<file path="src/hw/rtl/tpl_pkg.sv">
package tpl_pkg;

	localparam int NUM_POINTS  = 22;
	localparam int SAMPLE_BITS = 10;
	localparam int IDX_W       = $clog2(NUM_POINTS);
	localparam int TEMP_W      = 12;
	localparam int DIFF_W      = TEMP_W + 1;
	localparam int OFFS_W      = SAMPLE_BITS + 1;
	localparam int PROD_W      = DIFF_W + OFFS_W;
	localparam int MAG_W       = PROD_W - 1;
	localparam int REM_W       = SAMPLE_BITS + 1;
	localparam int SUM_W       = PROD_W + 1;
	localparam int CNT_W       = $clog2(MAG_W);
	localparam int TEMP_MIN    = -512;
	localparam int TEMP_MAX    = 1535;

	// temperature in tenths of a degree, falling
	localparam logic signed [TEMP_W-1:0] PT_TEMP [NUM_POINTS] = '{
		12'sd850, 12'sd800, 12'sd750, 12'sd700, 12'sd650, 12'sd600, 12'sd550,
		12'sd500, 12'sd450, 12'sd400, 12'sd350, 12'sd300, 12'sd250, 12'sd200,
		12'sd150, 12'sd100, 12'sd50, 12'sd0, -12'sd50, -12'sd100, -12'sd150,
		-12'sd200
	};

	// converter reading at each point, strictly rising
	localparam logic [SAMPLE_BITS-1:0] PT_READ [NUM_POINTS] = '{
		10'd129, 10'd146, 10'd165, 10'd186, 10'd210, 10'd236, 10'd267,
		10'd300, 10'd337, 10'd376, 10'd419, 10'd464, 10'd511, 10'd559,
		10'd608, 10'd656, 10'd703, 10'd748, 10'd789, 10'd828, 10'd862,
		10'd892
	};

	typedef struct packed {
		logic load;
		logic search_step;
		logic latch_ops;
		logic mult;
		logic div_step;
		logic finish;
	} tpl_cmd_t;

	typedef struct packed {
		logic hit;
	} tpl_status_t;

endpackage

</file>
<file path="src/hw/rtl/tpl_ctrl.sv">
module tpl_ctrl
	import tpl_pkg::*;
(
	input  logic        clk,
	input  logic        arst_n,
	input  logic        start,
	input  tpl_status_t status,
	output tpl_cmd_t    cmd,
	output logic        busy
);

	typedef enum logic [2:0] {
		IDLE,
		SEARCH,
		MULT,
		DIV,
		FINISH
	} state_t;

	state_t           state_q;
	logic [CNT_W-1:0] cnt_q;

	assign busy = (state_q != IDLE);

	always_comb begin
		cmd = '0;
		case (state_q)
			IDLE:    cmd.load        = start;
			SEARCH: begin
				cmd.search_step = !status.hit;
				cmd.latch_ops   = status.hit;
			end
			MULT:    cmd.mult        = 1'b1;
			DIV:     cmd.div_step    = 1'b1;
			FINISH:  cmd.finish      = 1'b1;
			default: cmd             = '0;
		endcase
	end

	always_ff @(posedge clk or negedge arst_n) begin
		if (!arst_n) begin
			state_q <= IDLE;
			cnt_q   <= '0;
		end else begin
			case (state_q)
				IDLE: begin
					if (start) state_q <= SEARCH;
				end
				SEARCH: begin
					if (status.hit) state_q <= MULT;
				end
				MULT: begin
					cnt_q   <= CNT_W'(MAG_W - 1);
					state_q <= DIV;
				end
				DIV: begin
					if (cnt_q == '0) state_q <= FINISH;
					else cnt_q <= cnt_q - 1'b1;
				end
				FINISH:  state_q <= IDLE;
				default: state_q <= IDLE;
			endcase
		end
	end

endmodule

</file>
<file path="src/hw/rtl/tpl_datapath.sv">
module tpl_datapath
	import tpl_pkg::*;
(
	input  logic                     clk,
	input  logic                     arst_n,
	input  tpl_cmd_t                 cmd,
	input  logic [SAMPLE_BITS-1:0]   sample,
	output tpl_status_t              status,
	output logic                     done,
	output logic signed [TEMP_W-1:0] temperature
);

	localparam logic signed [SUM_W-1:0] SUM_MIN = SUM_W'(TEMP_MIN);
	localparam logic signed [SUM_W-1:0] SUM_MAX = SUM_W'(TEMP_MAX);

	logic [SAMPLE_BITS-1:0]   sample_q;
	logic [IDX_W-1:0]         k_q;
	logic signed [DIFF_W-1:0] diff_q;
	logic signed [OFFS_W-1:0] offs_q;
	logic [SAMPLE_BITS-1:0]   den_q;
	logic signed [TEMP_W-1:0] t0_q;
	logic                     neg_q;
	logic [MAG_W-1:0]         quo_q;
	logic [REM_W-1:0]         rem_q;
	logic                     done_q;
	logic signed [TEMP_W-1:0] temp_q;

	logic [IDX_W-1:0]         seg;
	logic [IDX_W-1:0]         lo;
	logic signed [PROD_W-1:0] prod;
	logic [PROD_W-1:0]        prod_abs;
	logic [REM_W-1:0]         rem_sh;
	logic [REM_W-1:0]         rem_diff;
	logic                     q_bit;
	logic signed [SUM_W-1:0]  quo_s;
	logic signed [SUM_W-1:0]  sum;

	assign status.hit = (PT_READ[k_q] > sample_q) || (k_q == IDX_W'(NUM_POINTS - 1));

	// below the table the first segment is used
	assign seg = (k_q == '0) ? IDX_W'(1) : k_q;
	assign lo  = seg - 1'b1;

	assign prod     = diff_q * offs_q;
	assign prod_abs = prod[PROD_W-1] ? (~prod + 1'b1) : prod;

	// restoring division, one quotient bit per step
	assign rem_sh   = {rem_q[REM_W-2:0], quo_q[MAG_W-1]};
	assign rem_diff = rem_sh - {1'b0, den_q};
	assign q_bit    = (rem_sh >= {1'b0, den_q});

	assign quo_s = neg_q ? -$signed({2'b00, quo_q}) : $signed({2'b00, quo_q});
	assign sum   = (den_q == '0) ? SUM_W'(t0_q) : (quo_s + SUM_W'(t0_q));

	always_ff @(posedge clk) begin
		if (cmd.load) begin
			sample_q <= sample;
			k_q      <= '0;
		end
		if (cmd.search_step) k_q <= k_q + 1'b1;
		if (cmd.latch_ops) begin
			diff_q <= DIFF_W'(PT_TEMP[seg]) - DIFF_W'(PT_TEMP[lo]);
			offs_q <= $signed({1'b0, sample_q}) - $signed({1'b0, PT_READ[lo]});
			den_q  <= PT_READ[seg] - PT_READ[lo];
			t0_q   <= PT_TEMP[lo];
		end
		if (cmd.mult) begin
			neg_q <= prod[PROD_W-1];
			quo_q <= prod_abs[MAG_W-1:0];
			rem_q <= '0;
		end
		if (cmd.div_step) begin
			rem_q <= q_bit ? rem_diff : rem_sh;
			quo_q <= {quo_q[MAG_W-2:0], q_bit};
		end
		if (cmd.finish) begin
			if (sum < SUM_MIN)      temp_q <= TEMP_W'(SUM_MIN);
			else if (sum > SUM_MAX) temp_q <= TEMP_W'(SUM_MAX);
			else                    temp_q <= sum[TEMP_W-1:0];
		end
	end

	always_ff @(posedge clk or negedge arst_n) begin
		if (!arst_n) begin
			done_q <= 1'b0;
		end else begin
			done_q <= cmd.finish;
		end
	end

	assign done        = done_q;
	assign temperature = temp_q;

endmodule

</file>
<file path="src/hw/rtl/thermistor_piecewise_linear_core.sv">
// Thermistor reading to temperature, piecewise-linear over a 22-point table.
// Request channel: drive sample and pulse start while busy is low; the request
// is taken at that clock edge. busy stays high until the result is formed.
// Result channel: done is high for exactly one cycle with temperature (tenths
// of a degree C, two's complement) valid in that cycle. The receiver cannot
// stall; done is not held, though temperature keeps its value until the next result.
// Sequence: the table is scanned one point per cycle (the scan ends where the
// sample falls, and the segment operands are latched in its last cycle),
// then a multiply state (MULT), a bit-serial restoring divider (DIV) and a
// state that adds and saturates (FINISH). done is high in the first cycle
// with busy low, and a new request may be issued in that same cycle. One
// request is in flight at a time, so a new request is taken only once the
// result of the last one is out.
// Reset (arst_n low) returns the controller to idle and clears done; there is
// no table or state to initialize, so the block takes a request right away.
module thermistor_piecewise_linear_core
	import tpl_pkg::*;
(
	input  logic                     clk,
	input  logic                     arst_n,
	input  logic                     start,
	output logic                     busy,
	input  logic [SAMPLE_BITS-1:0]   sample,
	output logic                     done,
	output logic signed [TEMP_W-1:0] temperature
);

	tpl_cmd_t    cmd;
	tpl_status_t status;

	tpl_ctrl u_ctrl (
		.clk    (clk),
		.arst_n (arst_n),
		.start  (start),
		.status (status),
		.cmd    (cmd),
		.busy   (busy)
	);

	tpl_datapath u_datapath (
		.clk         (clk),
		.arst_n      (arst_n),
		.cmd         (cmd),
		.sample      (sample),
		.status      (status),
		.done        (done),
		.temperature (temperature)
	);

	a_accept_busy: assert property (@(posedge clk) disable iff (!arst_n)
		(start && !busy) |=> busy)
		else $error("accepted request did not raise busy");

	a_done_idle: assert property (@(posedge clk) disable iff (!arst_n)
		done |-> !busy)
		else $error("result strobed while still busy");

	a_done_pulse: assert property (@(posedge clk) disable iff (!arst_n)
		done |=> !done)
		else $error("done held longer than one cycle");

	a_temp_range: assert property (@(posedge clk) disable iff (!arst_n)
		done |-> ($signed(temperature) >= -12'sd512 && $signed(temperature) <= 12'sd1535))
		else $error("temperature out of saturation range");

endmodule
</file>
<file path="config.mk">
export PLATFORM = sky130hd
export DESIGN_NAME = thermistor_piecewise_linear_core
export DESIGN_NICKNAME = d
export VERILOG_FILES = /design/src/hw/rtl/tpl_pkg.sv /design/src/hw/rtl/tpl_ctrl.sv /design/src/hw/rtl/tpl_datapath.sv /design/src/hw/rtl/thermistor_piecewise_linear_core.sv
export SDC_FILE = /design/constraint.sdc
export NUM_CORES = 1
export LEC_CHECK = 0
export ABC_CLOCK_PERIOD_IN_PS = 8300
export BUFFER_PORTS_ARGS = -buffer_cell sky130_fd_sc_hd__buf_4
export CORE_MARGIN = 8
export CORE_UTILIZATION = 65
export CTS_CLUSTER_SIZE = 28
export DETAILED_ROUTE_END_ITERATION = 8
export PLACE_DENSITY = 0.82
export SLEW_MARGIN = 20
export SYNTH_ARGS = -nofsm -noshare
export SYNTH_HDL_FRONTEND = slang
export SYNTH_SLANG_ARGS = --single-unit
</file>
<file path="constraint.sdc">
create_clock -name clk -period 8.3 [get_ports clk]
set_input_delay 0.415 -clock clk [delete_from_list [all_inputs] [get_ports clk]]
set_output_delay 0.415 -clock clk [all_outputs]
set_load 0.05 [all_outputs]
</file>
# After elaboration in Yosys (flattened, before gate mapping)
# Memories as Yosys holds them, arrays and structs flattened.
# Index checks and enable logic that the tools add are counted.
[classes] n_eq_ne=9 mul=1 magnitude_cmp=7 add_sub_neg=10 reduce_logical=13 div=0 bitwise_logic=4 mux=33 n_shift=0
[ops] cell="two-way mux 10 bit" n=9
[ops] cell="two-way mux 23 bit" n=3
[ops] cell="two-way mux 12 bit" n=5
[ops] cell="two-way mux 25 bit" n=2
[ops] cell="adder 25 x 12 -> 25 bit" n=1
[ops] cell="> comparator 25 x 12 -> 1 bit, second input constant" n=1
[ops] cell="less-than comparator 25 x 10 -> 1 bit, second input constant" n=1
[ops] cell="negation 23 -> 25 bit" n=1
[ops] cell="multiplier 13 x 11 -> 24 bit" n=1
[ops] cell="adder 23 x 1 -> 23 bit, second input constant" n=1
[ops] cell="inverter 23 bit" n=1
[ops] cell="two-way mux 5 bit" n=4
[ops] cell="subtractor 10 bit" n=2
[ops] cell="greater-or-equal comparator 6 bit, second input constant" n=3
[ops] cell="inverter 5 -> 6 bit" n=3
[ops] cell="subtractor 12 x 12 -> 13 bit" n=1
[ops] cell="one-hot mux 3 bit (4 select lines)" n=1
[ops] cell="greater-or-equal comparator 11 x 10 -> 1 bit" n=1
[ops] cell="subtractor 10 x 10 -> 11 bit" n=1
[ops] cell="> comparator 10 bit" n=1
[ops] cell="zero test 10 bit" n=1
[ops] cell="zero test 5 bit" n=2
[ops] cell="one-hot mux 5 bit (2 select lines)" n=1
[ops] cell="subtractor 5 x 1 -> 5 bit, second input constant" n=2
[ops] cell="18 further kinds" n=28
[word_totals] latch_bits=0 word_cells=96 mem_bits_ro=1728 in_bits=13 n_memories=5 out_inout_bits=14 ram_bits=0 reg_bits=116
[mem_list] memory="(no name shown)" words=32 width=12 read_ports=1 rd_clocked_by_memory_dff=0 wr=0 line_no="tpl_datapath.sv:62" rtl="diff_q <= DIFF_W'(PT_TEMP[seg]) - DIFF_W'(PT_TEMP[lo]);"
[mem_list] memory="(no name shown)" words=32 width=12 read_ports=1 rd_clocked_by_memory_dff=0 wr=0 line_no="tpl_datapath.sv:62"
[mem_list] memory="(no name shown)" words=32 width=10 read_ports=1 rd_clocked_by_memory_dff=0 wr=0 line_no="tpl_datapath.sv:63" rtl="offs_q <= $signed({1'b0, sample_q}) - $signed({1'b0, PT_READ[lo]});"
[mem_list] memory="(no name shown)" words=32 width=10 read_ports=1 rd_clocked_by_memory_dff=0 wr=0 line_no="tpl_datapath.sv:64" rtl="den_q <= PT_READ[seg] - PT_READ[lo];"
[mem_list] memory="(no name shown)" words=32 width=10 read_ports=1 rd_clocked_by_memory_dff=0 wr=0 line_no="tpl_datapath.sv:38" rtl="assign status.hit = (PT_READ[k_q] > sample_q) || (k_q == IDX_W'(NUM_POINTS - 1));"

# Depth between registers and ports, before layout
[depth] ltp_word=9 ltp_mapped=29 ltp_nobuf=26

# Cells and area by module
# Synthesis repeated with hierarchy kept, for this count alone.
[hier_totals] hier_cells=1736 area_unflattened_um2=15242.1
[modules_own_cells] module="tpl_datapath" seq_area_each_um2=3118.0 cells_each=1687 instances=1 area_each_um2=14776.7
[modules_own_cells] module="tpl_ctrl" seq_area_each_um2=200.2 cells_each=49 instances=1 area_each_um2=465.4

# Worst setup path before layout
# Ideal clock, no wire load.
[synth_path] kind="register to register" from="register u_datapath.diff_q[4]" to="register u_datapath.quo_q[17], data pin" required_ps=8030 setup_slack_ps=2034 period_less_slack_ps=6266 arrival_time_ps=5995 path_stages_with_launch=24 cell_sequence="edfxtp_1 > clkbuf_1 > and2_1 > fa_1 > inv_1 > fa_1 > inv_1 > fa_1 > fa_1 > inv_1 > fa_1 > inv_1 > ha_1 > o21a_1 > o21ai_1 > a221o_1 > a211oi_1 > nand3_1 > a21oi_1 > xor2_1 > buf_2 > a31oi_1 > xnor2_1 > a21oi_1"
[synth_via] elab_chain_len=6
[synth_lines] item="start: declaration" line_no="tpl_datapath.sv:18" rtl="logic signed [DIFF_W-1:0] diff_q;"
[synth_lines] item="start signal: assignment" line_no="tpl_datapath.sv:62"
[synth_lines] item="multiplier 13 x 11 -> 24 bit (*)" line_no="tpl_datapath.sv:44" rtl="assign prod = diff_q * offs_q;"
[synth_lines] item="inverter 23 bit" line_no="tpl_datapath.sv:45" rtl="assign prod_abs = prod[PROD_W-1] ? (~prod + 1'b1) : prod;"
[synth_lines] item="adder 23 x 1 -> 23 bit" line_no="tpl_datapath.sv:45"
[synth_lines] item="two-way mux 23 bit (*)" line_no="tpl_datapath.sv:45"
[synth_lines] item="two-way mux 23 bit (*)" line_no="tpl_datapath.sv:67" rtl="if (cmd.mult) begin"
[synth_lines] item="two-way mux 23 bit (*)" line_no="tpl_datapath.sv:72" rtl="if (cmd.div_step) begin"
[synth_lines] item="end signal: assignment" line_no="tpl_datapath.sv:69" rtl="quo_q <= prod_abs[MAG_W-1:0];"
[synth_lines] item="end signal: assignment" line_no="tpl_datapath.sv:74" rtl="quo_q <= {quo_q[MAG_W-2:0], q_bit};"
[synth_lines] item="end: declaration" line_no="tpl_datapath.sv:23" rtl="logic [MAG_W-1:0] quo_q;"
# Every way passes the cells marked *; elsewhere a longest branch is shown, timed or not. The select of a mux whose other input is x is not followed.
# A chain may end at the register's enable or synchronous reset.

# Worst setup path in the final report
[layout_path] from="register u_datapath.k_q[0]" to="register u_datapath.offs_q[9], data pin"
[layout_via] elab_chain_len=8
[layout_lines] item="start: declaration" line_no="tpl_datapath.sv:17" rtl="logic [IDX_W-1:0] k_q;"
[layout_lines] item="start signal: assignment" line_no="tpl_datapath.sv:60" rtl="if (cmd.search_step) k_q <= k_q + 1'b1;"
[layout_lines] item="zero test 5 bit" line_no="tpl_datapath.sv:41" rtl="assign seg = (k_q == '0) ? IDX_W'(1) : k_q;"
[layout_lines] item="two-way mux 5 bit (*)" line_no="tpl_datapath.sv:41"
[layout_lines] item="subtractor 5 x 1 -> 5 bit (*)" line_no="tpl_datapath.sv:42" rtl="assign lo = seg - 1'b1;"
[layout_lines] item="inverter 5 -> 6 bit (implied by the code) (*)" line_no="tpl_datapath.sv:63"
[layout_lines] item="memory (32 x 10 bit) (*)"
[layout_lines] item="two-way mux 10 bit (implied by the code) (*) (2 in a row)" line_no="tpl_datapath.sv:63"
[layout_lines] item="subtractor 10 x 10 -> 11 bit (*)" line_no="tpl_datapath.sv:63"
[layout_lines] item="end signal: assignment" line_no="tpl_datapath.sv:63"
[layout_lines] item="end: declaration" line_no="tpl_datapath.sv:19" rtl="logic signed [OFFS_W-1:0] offs_q;"
# Marks and branches as above.

==> flow_metrics.py <==
metrics = {
    "sta": {
        "fin_crit_sh_pct": 78.20,
        "hold_viol_final": 0,
        "setup_tns_ns": 0,
        "slew_violations": 0,
        "final-setup-viol-count": 0,
        "finalClockSkew_ns": 0.01364,
        "relSlewSlack_pct": 31.18,
        "fin_crit_ns": 6.491,
        "worstMarginPinSlew_ns": 1.029,
        "fmax_mhz": 154.1,
        "rsz0062_at_grt": "false",
        "fin_ws_ns": 1.809,
    },
    "place": {
        "pre_cts_slack_ns": 1.840,
        "routabilityCongestion": 0.9620,
        "port_buffers": 26,
        "dpl-instance-area_um2": 15460,
        "hpwl_um": 28440,
    },
    "yosys": {
        "ys_ff_latch": 112,
        "syn-num-nets": 2021,
        "synthAdderAreaFrac_pct": 28.76,
        "yosysWarnings": 0,
        "syn_area_per_cell_um2": 8.696,
        "synthTopCellsByArea": "edfxtp_1 (20%), fa_1 (17%), ha_1 (11%), inv_1 (5.8%), xnor2_1 (4.7%)",
        "synth_top_family_by_area": "adder cells",
        "synth_cell_types": 80,
        "synth-edff-count": 103,
        "synth-compound-area-share_pct": 17.01,
        "synthCells": 1739,
        "yosysTopAreaCell": "edfxtp_1",
        "yosysTopAreaCellShare_pct": 20.45,
        "muxShareOfSynthArea_pct": 1.001,
        "async_flop_share_pct": 8.036,
        "synth-simple-area-share_pct": 15.85,
        "synth_xor_area_share_pct": 7.347,
        "syn_area_um2": 15120,
        "ys.flop_type": "edfxtp_1",
        "synth.yosys.seq_area_share_pct": 21.94,
    },
    "clock_tree": {
        "clkLatencyLatePin_ns": 0.36,
        "htree_levels": 3,
        "cts_made_buffers": 9,
        "cts.path.max_buffers": 2,
        "clock-sinks": 112,
        "clk_pin_slew_ns": 0.08,
        "cts_setup_buffers": 0,
        "cts_tree": "yes",
        "cts-root-buf": "clkbuf_16",
    },
    "finish": {
        "n_antenna_cell": 0,
        "syn_to_final_growth_pct": 4.245,
        "nets": 1989,
        "drive_gt1_share_pct": 4.673,
        "fin_area_um2": 15760,
    },
    "grt": {
        "grt_pass1_vias": 12028,
        "grt_max_degree": 57,
        "grt_pass1_wl_um": 58390,
        "grt_overflow": 0,
        "antenna_found_initial": 0,
        "grt_usage_pct": 25.08,
    },
    "critical_path": {
        "start_kind": "flop",
        "required_ns": 8.42,
        "critPathCaptureType": "flop",
        "worst-path-buf-inv": 6,
        "critical-path-top-delay-family": "compound AO/OA/AOI/OAI gates",
        "slowest_stage": "edfxtp_1",
        "path_max_fanout": 24,
        "crit_arrival_ns": 6.61,
        "worstSetupPathType": "reg2reg",
        "slowest_delay_ns": 0.78,
    },
    "min_path": {
        "hp-class": "in2reg",
    },
    "die": {
        "rows": 56,
        "die_x_um": 168.5,
        "start_util_pct": 65.40,
        "dieHeight_um": 168.5,
        "core-area_um2": 23120,
        "die-area_um2": 28400,
        "ios": 27,
    },
    "route": {
        "wl_per_cell_um": 17.57,
        "ant_nets": 0,
        "routed_wl_um": 35170,
        "viasPerCell": 6.077,
        "drt_first_pass_iters": 6,
        "drc_errors": 0,
        "num_vias": 12167,
        "drtIter0Drc": 1048,
    },
    "outcome": {
        "status": "complete, no violations",
    },
    "run": {
        "drv_cap": 0,
    },
}
cell usage after synthesis (8+ instances only):
library cell	instances
nand4_1	10
nand3_1	24
o21a_1	10
and2_1	61
xor2_1	44
nand2_1	149
a21boi_0	8
mux2i_1	14
fa_1	131
nor2_1	140
a31oi_1	22
nand2b_1	23
or3_1	15
ha_1	138
nor2b_1	11
nor3_1	22
a21o_1	36
and3_1	10
o31ai_1	14
a211oi_1	16
clkbuf_1	68
nor4_1	10
xnor2_1	81
buf_1	8
edfxtp_1	103
o21ai_0	90
a21oi_1	106
inv_1	235
dfrtp_1	9
state kept, by name, summed over array words and instances, names as in the netlist:
name                    cells
u_datapath.temperature     12
u_datapath.sample_q        10
u_ctrl.state_q              3
u_datapath.diff_q          11
u_datapath.done             1
u_datapath.den_q           10
u_datapath.t0_q            10
u_ctrl.cnt_q                5
u_datapath.offs_q          11
u_datapath.quo_q           23
u_datapath.k_q              5
u_datapath.neg_q            1
u_datapath.rem_q           10
per-layer routing:
layer  up-vias  global-route usage [%]  routed length (um)
li1       5848                       -                   -
met1      5831                   31.66               14770
met2       410                   42.72               16990
met3        78                   4.542                2296
met4         0                   8.812                1103
met5         -                       0                   0
cell families after synthesis:
| family | count (synthesis) |
|---|---|
| xor+xnor | 126 |
| simple gates | 499 |
| buf+inv | 322 |
| flops | 112 |
| mux | 15 |
| compound gates | 396 |
| fa+ha+maj | 269 |
final timing paths:
path / slack, ns / from / to / cells past startpoint
max in group asynchronous: 7.74 / arst_n / u_ctrl.cnt_q[3]$_DFFE_PN0P_ / 2
setup / recovery: 1.81 / u_datapath.k_q[0]$_SDFFCE_PN0P_ / u_datapath.offs_q[9]$_DFFE_PP_ / 26
hold reg to reg: 0.55 / u_ctrl.cnt_q[0]$_DFFE_PN0P_ / u_ctrl.cnt_q[0]$_DFFE_PN0P_ / 1
setup reg to reg: 1.81 / u_datapath.k_q[0]$_SDFFCE_PN0P_ / u_datapath.offs_q[9]$_DFFE_PP_ / 26
min in group asynchronous: 0.41 / arst_n / u_ctrl.state_q[0]$_DFFE_PN0P_ / 2
hold / removal: 0.23 / sample[3] / u_datapath.sample_q[3]$_DFFE_PP_ / 1
cell type report:
type	count	area (um^2)
Clock inverter	7	55.05
Inverter	241	905.9
Timing Repair Buffer	38	287.8
Tap cell	290	362.8
Multi-Input combinational cell	1305	10610
Clock buffer	9	225.2
Sequential cell	112	3318
Fill cell	1866	7358
per-stage QoR:
step / std cells / util, % / hold WS, ns
after floorplan: 1739 / - / 0.1194
after global placement: 1985 / 66.87 / 0.2517
after detailed placement: 1985 / 66.87 / 0.2537
after CTS: 2002 / 68.12 / 0.2211
after global routing: 2002 / 68.18 / 0.2197
final: 2002 / 68.18 / 0.2280
placed cells by master (no fill, tap or decap), types with 7 or more instances in the layout:
cell type	synthesis	routed
a211oi_1	16	16
a21boi_0	8	8
a21o_1	36	36
a21oi_1	106	106
a31oi_1	22	21
and2_1	61	61
and3_1	10	10
buf_4	0	37
clkbuf_16	0	9
dfrtp_1	9	9
edfxtp_1	103	103
fa_1	131	131
ha_1	138	138
inv_1	235	235
mux2i_1	14	14
nand2_1	149	149
nand2b_1	23	23
nand3_1	24	24
nand4_1	10	10
nor2_1	140	139
nor2b_1	11	10
nor3_1	22	22
nor4_1	10	10
o211ai_1	7	7
o21a_1	10	10
o21ai_0	90	90
o21ai_1	7	7
o31ai_1	14	14
or3_1	15	15
xnor2_1	81	81
xor2_1	44	44
timing repair:
action	in CTS	in global routing
hold buffers	1	0
hold endpoints to repair	9	0
gates resized for setup	0	0
Power is not shown: default switching activity piles up to over one toggle a cycle in this logic, so the estimate is an artifact.
